--- config.mk ---
export PLATFORM = sky130hd
export DESIGN_NAME = bpc_press
export DESIGN_NICKNAME = d
export VERILOG_FILES = /design/src/design/bpc_pkg.sv /design/src/design/bpc_press.sv
export SDC_FILE = /design/constraint.sdc
export NUM_CORES = 2
export LEC_CHECK = 0
export ABC_AREA = 1
export BUFFER_PORTS_ARGS = -buffer_cell sky130_fd_sc_hd__buf_2
export CORE_UTILIZATION = 25
export CTS_CLUSTER_DIAMETER = 40
export DETAILED_ROUTE_END_ITERATION = 16
export GPL_TIMING_DRIVEN = 0
export SYNTH_ARGS = -nofsm -noshare
export SYNTH_HDL_FRONTEND = slang
export SYNTH_SLANG_ARGS = --single-unit
--- constraint.sdc ---
create_clock -name clk -period 10.7 [get_ports clk]
set_clock_uncertainty 0.1 [all_clocks]
set_input_delay 0 -clock clk [delete_from_list [all_inputs] [get_ports clk]]
set_output_delay 0 -clock clk [all_outputs]
set_load 0.1 [all_outputs]
--- src/design/bpc_pkg.sv ---
// Shared types and constants for the barometric compensation pipeline.
// No dependencies; used by every module in the design folder.
`timescale 1ns / 1ps

package bpc_pkg;

	// Fixed arithmetic constants
	localparam int TEMP_REF       = 2000; // 20.00 degrees
	localparam int TEMP_SHIFT     = 23;   // dT*C6 / 2^23
	localparam int OFF_SHIFT      = 7;    // C4*dT / 2^7
	localparam int SENS_SHIFT     = 8;    // C3*dT / 2^8
	localparam int T2_SHIFT       = 31;   // dT^2 >> 31
	localparam int P_SENS_SHIFT   = 21;   // D1*SENS / 2^21
	localparam int P_OUT_SHIFT    = 15;   // (...) / 2^15
	localparam int SENS_SPLIT     = 20;   // low part width of split multiply

	// Internal widths
	localparam int RAW_W   = 24;
	localparam int CAL_W   = 16;
	localparam int DT_W    = 25;
	localparam int MT_W    = 42;  // dT times a calibration word
	localparam int DD_W    = 48;  // dT squared, non-negative
	localparam int Q_W     = 18;  // dT*C6 / 2^23
	localparam int TEMP_W  = 19;
	localparam int T2_W    = 17;
	localparam int AUX_W   = 35;  // (TEMP-2000)^2
	localparam int ACC_W   = 40;  // OFF and SENS
	localparam int PROD_W  = 64;  // D1 * SENS
	localparam int X_W     = 48;  // D1*SENS/2^21 - OFF
	localparam int PRES_W  = 32;
	localparam int HI_W    = ACC_W - SENS_SPLIT;  // high part of SENS in split multiply

	// Calibration register indexes
	typedef enum logic [2:0] {
		REG_C1 = 3'd0,
		REG_C2 = 3'd1,
		REG_C3 = 3'd2,
		REG_C4 = 3'd3,
		REG_C5 = 3'd4,
		REG_C6 = 3'd5
	} cal_idx_t;

	typedef struct packed {
		logic [CAL_W-1:0] c1_pressure_sensitivity;
		logic [CAL_W-1:0] c2_pressure_offset;
		logic [CAL_W-1:0] c3_sensitivity_temp_coef;
		logic [CAL_W-1:0] c4_offset_temp_coef;
		logic [CAL_W-1:0] c5_reference_temperature;
		logic [CAL_W-1:0] c6_temperature_coef;
	} cal_t;

	typedef struct packed {
		logic [RAW_W-1:0] raw_pressure;
		logic [RAW_W-1:0] raw_temperature;
	} sample_t;

	typedef struct packed {
		logic signed [TEMP_W-1:0] temperature_centideg;
		logic signed [PRES_W-1:0] pressure_centimbar;
	} result_t;

	// Handoff from the temperature front end to the pressure back end
	typedef struct packed {
		logic signed [TEMP_W-1:0] temp;
		logic signed [ACC_W-1:0]  off;
		logic signed [ACC_W-1:0]  sens;
		logic [RAW_W-1:0]         d1;
	} front_t;

endpackage

--- src/design/bpc_press.sv ---
// Back end: pressure P = (D1*SENS/2^21 - OFF)/2^15 over four stages.
// Depends on bpc_pkg; fed by bpc_front.
`timescale 1ns / 1ps

module bpc_press (
	input  logic             clk,
	input  logic             arst_n,
	input  logic             in_valid,
	output logic             in_ready,
	input  bpc_pkg::front_t  in_data,
	output logic             out_valid,
	input  logic             out_ready,
	output bpc_pkg::result_t out_data
);
	import bpc_pkg::*;

	// Stage valids and enables
	logic v_s6, v_s7, v_s8, v_s9;
	logic en_s6, en_s7, en_s8, en_s9;

	assign en_s9    = !v_s9 || out_ready;
	assign en_s8    = !v_s8 || en_s9;
	assign en_s7    = !v_s7 || en_s8;
	assign en_s6    = !v_s6 || en_s7;
	assign in_ready = en_s6;

	always_ff @(posedge clk or negedge arst_n) begin
		if (!arst_n) begin
			v_s6 <= 1'b0;
			v_s7 <= 1'b0;
			v_s8 <= 1'b0;
			v_s9 <= 1'b0;
		end else begin
			if (en_s6) v_s6 <= in_valid;
			if (en_s7) v_s7 <= v_s6;
			if (en_s8) v_s8 <= v_s7;
			if (en_s9) v_s9 <= v_s8;
		end
	end

	// S6: D1*SENS split into high (signed) and low (unsigned) partial products
	logic signed [RAW_W:0]          d1_x;
	logic signed [HI_W-1:0]         sens_hi;
	logic signed [RAW_W+HI_W:0]     mh_c, mh_s6;
	logic [RAW_W+SENS_SPLIT-1:0]    ml_c, ml_s6;
	logic signed [ACC_W-1:0]        off_s6, off_s7;
	logic signed [TEMP_W-1:0]       temp_s6, temp_s7, temp_s8, temp_s9;

	assign d1_x    = $signed({1'b0, in_data.d1});
	assign sens_hi = in_data.sens[ACC_W-1:SENS_SPLIT];
	assign mh_c    = d1_x * sens_hi;
	assign ml_c    = in_data.d1 * in_data.sens[SENS_SPLIT-1:0];

	always_ff @(posedge clk) begin
		if (en_s6) begin
			mh_s6   <= mh_c;
			ml_s6   <= ml_c;
			off_s6  <= in_data.off;
			temp_s6 <= in_data.temp;
		end
	end

	// S7: recombine partial products
	logic signed [PROD_W-1:0] prod_c, prod_s7;

	assign prod_c = (PROD_W'(mh_s6) <<< SENS_SPLIT)
		+ $signed({{(PROD_W-RAW_W-SENS_SPLIT){1'b0}}, ml_s6});

	always_ff @(posedge clk) begin
		if (en_s7) begin
			prod_s7 <= prod_c;
			off_s7  <= off_s6;
			temp_s7 <= temp_s6;
		end
	end

	// S8: truncating divide by 2^21, minus OFF
	logic signed [PROD_W-1:0] prod_b, prod_q;
	logic signed [X_W-1:0]    x_c, x_s8;

	assign prod_b = prod_s7
		+ $signed({{(PROD_W-P_SENS_SHIFT){1'b0}}, {P_SENS_SHIFT{prod_s7[PROD_W-1]}}});
	assign prod_q = prod_b >>> P_SENS_SHIFT;
	assign x_c    = prod_q[X_W-1:0] - X_W'(off_s7);

	always_ff @(posedge clk) begin
		if (en_s8) begin
			x_s8    <= x_c;
			temp_s8 <= temp_s7;
		end
	end

	// S9: truncating divide by 2^15, keep low 32 bits
	logic signed [X_W-1:0]    x_b, x_q;
	logic signed [PRES_W-1:0] pres_s9;

	assign x_b = x_s8 + $signed({{(X_W-P_OUT_SHIFT){1'b0}}, {P_OUT_SHIFT{x_s8[X_W-1]}}});
	assign x_q = x_b >>> P_OUT_SHIFT;

	always_ff @(posedge clk) begin
		if (en_s9) begin
			pres_s9 <= x_q[PRES_W-1:0];
			temp_s9 <= temp_s8;
		end
	end

	assign out_valid                     = v_s9;
	assign out_data.temperature_centideg = temp_s9;
	assign out_data.pressure_centimbar   = pres_s9;

endmodule

# Word level (Yosys, flattened, before mapping)
# Cells that the tools add are included.
dict set report word_totals {
  out_inout_bits 53
  ff_bits 388
  elab_cells 29
  in_bits 127
}
dict set report classes {
  reduce_logical 8
  n_mul 2
  addsub 4
}
# op count
set ops {}
lappend ops {{$add 64x22->64} 1}
lappend ops {{$add 64x45->64} 1}
lappend ops {{$add 44x16->45} 1}
lappend ops {{$mul 24x20->44} 1}
lappend ops {{$mul 25x20->44} 1}
lappend ops {{$sub 43x40->44} 1}
lappend ops {{$logic_not 1->1} 4}
lappend ops {{$logic_or 1x1->1} 4}

# Depth between registers and ports, before layout
dict set report depth {
  ltp_word 5
  ltp_mapped 29
  ltp_nobuf 28
}

# Worst setup path before layout
# Ideal clock, no wire load.
dict set report synth_path {
  path_type {register to register}
  startpoint {register v_s9, in the netlist out_valid}
  endpoint {register mh_s6[0], enable pin}
  arrival_time_ps 7244
  required_time_ps 10055
  stages_incl_launch_ff 8
  slack_ps 2811
  synth_period_minus_slack_ps 7889
  setup_time_ps 545
  path_cell_list {dfrtp_1 inv_1 nor2_1 inv_1 nor2_1 inv_1 nor2_1 nand2_1}
}
dict set report synth_between {
  elab_chain_cells 5
}
# item line_no
set synth_lines {}
lappend synth_lines {{start: declaration} bpc_press.sv:18} ;# logic v_s6, v_s7, v_s8, v_s9;
lappend synth_lines {{start signal: assignment} bpc_press.sv:37} ;# if (en_s9) v_s9 <= v_s8;
lappend synth_lines {{$logic_not 1->1} bpc_press.sv:21} ;# assign en_s9 = !v_s9 || out_ready;
lappend synth_lines {{$logic_or 1x1->1} bpc_press.sv:21}
lappend synth_lines {{net en_s9} bpc_press.sv:19} ;# logic en_s6, en_s7, en_s8, en_s9;
lappend synth_lines {{$logic_or 1x1->1} bpc_press.sv:22} ;# assign en_s8 = !v_s8 || en_s9;
lappend synth_lines {{net en_s8} bpc_press.sv:19}
lappend synth_lines {{$logic_or 1x1->1} bpc_press.sv:23} ;# assign en_s7 = !v_s7 || en_s8;
lappend synth_lines {{$logic_or 1x1->1} bpc_press.sv:24} ;# assign en_s6 = !v_s6 || en_s7;
lappend synth_lines {{net in_ready} bpc_press.sv:9} ;# output logic in_ready,
lappend synth_lines {{end signal: assignment} bpc_press.sv:56} ;# mh_s6 <= mh_c;
lappend synth_lines {{end: declaration} bpc_press.sv:44} ;# logic signed [RAW_W+HI_W:0] mh_c, mh_s6;
# The timed path passes the listed nets, and every way through them passes these cells.
# A chain may end at the register's enable or synchronous reset.

# Worst setup path after layout
dict set report layout_path {
  startpoint {input in_data[18] in the netlist's numbering}
  endpoint {register ml_s6[42], data pin}
}
dict set report layout_between {
  elab_chain_cells 1
}
# item line_no
set layout_lines {}
lappend layout_lines {{start: declaration} bpc_press.sv:10} ;# input bpc_pkg::front_t in_data,
lappend layout_lines {{$mul 24x20->44} bpc_press.sv:52} ;# assign ml_c = in_data.d1 * in_data.sens[SENS_SPLIT-1:0];
lappend layout_lines {{net ml_c[42]} bpc_press.sv:45} ;# logic [RAW_W+SENS_SPLIT-1:0] ml_c, ml_s6;
lappend layout_lines {{end signal: assignment} bpc_press.sv:57} ;# ml_s6 <= ml_c;
lappend layout_lines {{end: declaration} bpc_press.sv:45}
# The timed path passes the listed nets, and every way through them passes these cells.

==> impl_results.rst <==
.. list-table::
   :header-rows: 1

   * - Metric
     - Value
   * - Synth async-reset ratio
     - 1.036%
   * - Number of buffers added for setup after CTS
     - 0
   * - Total number of clock tree sinks
     - a little under 400
   * - Shortest clock period the worst path allows after layout
     - around 6700 ps
   * - NumNets Final
     - 9088
   * - Layout cell share with drive strength beyond 1
     - 4.530%
   * - RSZ-0062 raised after global routing
     - no
   * - Avg Vias per Cell
     - 4.359
   * - Placeable core region
     - 0.2249 mm^2
   * - Global Route Usage Sum
     - between 10% and 20%
   * - Arrival time worst endpoint
     - just under 7000 ps
   * - Post-route fraction of the period consumed by the critical path
     - between 60% and 70%
   * - Horizontal die dimension
     - 477.7 um
   * - Leading cell type in the layout, fill and taps excluded
     - nand2_1
   * - Number of hold-slack violations in the final timing report
     - 0
   * - Worst setup path category
     - primary input to register
   * - FF+latch count, synth
     - ~390
   * - Clock slew at reported path FFs
     - 60 ps
   * - Via Count
     - around 47000
   * - Transition at the pin with the smallest max-transition slack
     - roughly 1500 ps
   * - Headroom to the max-slew limit
     - less than 1%
   * - Synth warnings
     - 0
   * - Dominant register cell in the synthesized netlist
     - edfxtp_1
   * - Final instance count without filler cells
     - 10786
   * - Starting density of the core
     - between 20% and 30%
   * - FF-to-FF Start
     - prod_s7[63]$_DFFE_PP_
   * - Number of buffers created by CTS
     - 57
   * - Top post-synthesis cells by area
     - fa_1 (28%), edfxtp_1 (20%), nand2_1 (16%), inv_1 (13%), ha_1 (9.5%)
   * - Run status
     - complete, but fails checks
   * - Resize count post-CTS
     - 0
   * - Top Ports
     - 180
   * - Mapped Area
     - 0.05657 mm^2
   * - Wirelength, routed
     - between 150 and 200 mm
   * - Area growth from synthesis to final layout
     - 13.83%
   * - Hold WC Path Type
     - primary input to register
   * - Endpoints failing setup
     - 0
   * - Clk root buf
     - clkbuf_16
   * - DPL Wire Length
     - approximately 150 mm
   * - Synth unique cells
     - between 40 and 50
   * - Achievable clock frequency
     - 150.3 MHz
   * - Vias in the first global route
     - about 46000
   * - Cells after Synth
     - ~7400
   * - Fill cells
     - between 20000 and 25000
   * - Portion of the post-synthesis area used by sequential elements
     - 20.46%
   * - Most used cells in the layout excluding fill and tap cells
     - nand2_1 (2381), inv_1 (1958), fa_1 (787), ha_1 (430), nor2_1 (420)
   * - Fin worst setup slack
     - between 4000 and 5000 ps
   * - Type of destination of the critical path
     - register
   * - H-tree depth
     - 2
   * - Antenna violations before repair
     - 10
   * - Dpl cells
     - roughly 11000
   * - Hold Path Origin
     - in_data[119]
   * - Maximum fanout count along the critical path
     - 10
   * - CTS tree
     - built
   * - Final GP Congestion
     - roughly 0.95
   * - Cts hold-fix bufs
     - 108
   * - WP data required
     - 10870 ps
   * - Post-synth EDFFs
     - roughly 380
   * - Antenna-violating nets left
     - 0
   * - Dpl ws
     - between 3000 and 4000 ps
   * - # DRC
     - between 100 and 150
   * - Timing startpoint of the critical path
     - in_data[18]
   * - Number of core rows
     - 174
   * - Per-instance average area after synthesis
     - 7.626 um^2
   * - Die Area
     - 0.2282 mm^2
   * - Floorplan die height
     - around 480 um
   * - Total global routing overflow
     - 0
   * - Latest clock arrival within the worst-skew pair
     - about 620 ps
   * - Port-buffer cells
     - between 150 and 200
   * - Wire length per cell after detailed routing
     - around 17 um
   * - Aggregate negative setup slack
     - 0 ps
   * - Deepest clock path buffer count
     - 3
   * - Violation count after the first detailed-route iteration
     - between 3000 and 4000
   * - Pins over their slew limit
     - 0
   * - Number of violations of the max-capacitance limit
     - 1
   * - Element type at the critical path start
     - primary input
   * - Wire length of the first global-routing pass
     - around 280 mm
   * - Area fraction of the dominant cell type after synthesis
     - between 20 and 30%
   * - Total iterations of the first detailed-routing run
     - 12
   * - Yosys top cell by area
     - fa_1
   * - Syn nets
     - approximately 9000
   * - Pin count of the biggest net entering global routing
     - between 70 and 80
   * - Failing checks
     - design-rule violations, max-capacitance violations
critical path, cell delays in order:
cell and delay (ps):
clkbuf_1 1050, nand2_1 220, fa_1 590, inv_1 50, fa_1 520, inv_1 60, fa_1 490, inv_1 50
fa_1 560, fa_1 430, fa_1 620, inv_1 80, fa_1 480, inv_1 40, ha_1 400, nand2_1 130
nor2_1 180, nand2_1 90, nor2_1 110, nand2_1 60, nand3_1 180, nand2_1 90, nand3_1 90, nand2_1 220
state kept, by name, summed over array words and instances (netlist names):
register,flops
temp_s6,19
ml_s6,44
mh_s6,44
off_s7,40
out_valid,1
v_s7,1
temp_s7,19
temp_s8,19
temp_s9,19
v_s8,1
prod_s7,64
v_s6,1
pres_s9,30
x_s8,44
off_s6,40
routing by layer:
| metal | vias to the layer above | GRT usage (%) | share of wire, % |
|---|---|---|---|
| met4 | 8 | 6.168 | 4.4 |
| met3 | 388 | 3.023 | 8.9 |
| met5 | - | 0 | 0.034 |
| li1 | 22534 | - | - |
| met2 | 1835 | 24.49 | 42 |
| met1 | 22249 | 22.05 | 45 |
area by class of cell:
class	count	area (um^2)	share of cell area, %
well taps	2992	3744	5.814
inverters	1969	7396	11.49
clock inverters	45	618.1	0.9599
repair buffers	268	1979	3.074
flip-flops and latches	386	11570	17.97
plain buffers	179	683.2	1.061
clock buffers	62	1466	2.277
multi-input cells	4883	36930	57.35
diodes	2	5.005	0.007773
synth_stat cells, types with 23 or more instances:
library cell	instances
nor2_1	420
a21oi_1	170
ha_1	430
xor2_1	83
nand2_1	2382
inv_1	1961
nand3b_1	23
o21ai_0	65
nor3_1	48
fa_1	787
clkbuf_1	175
nand4_1	61
nand3_1	234
edfxtp_1	382
xnor2_1	32
stage by stage:
| stage | utilization [%] | cell area, um^2 | hold slack, ps |
|---|---|---|---|
| floorplan | - | 56570 | -395.6 |
| global placement | 27.16 | 61080 | -287.6 |
| detailed placement | 27.22 | 61220 | -287.1 |
| CTS | 28.63 | 64390 | 0.4122 |
| global route | 28.63 | 64390 | 28.44 |
| finish | 28.63 | 64390 | 32.79 |
final timing paths:
kind                                    endpoint  slack, ps  depth (start not counted)
hold / removal             temp_s6[15]$_DFFE_PP_         30                          2
setup reg to reg              x_s8[40]$_DFFE_PP_       5740                         19
min in group asynchronous       v_s6$_DFFE_PN0P_        200                          3
setup / recovery             ml_s6[42]$_DFFE_PP_       4050                         24
max in group asynchronous  out_valid$_DFFE_PN0P_      10140                          3
hold reg to reg              off_s7[0]$_DFFE_PP_        310                          0
cells by family after synthesis:
group                    after synthesis  share of synthesized area [%]
AND/OR/NAND/NOR                     3265                          23.36
AO/OA/AOI/OAI                        286                          2.763
buffers and inverters               2148                          14.27
flip-flops                           386                          20.46
XOR/XNOR                             115                          1.781
adder cells (fa/ha/maj)             1217                          37.36
Power is left out: the tool's default activity adds up to more than one toggle a clock period on the data nets, which glitch-free logic cannot reach.
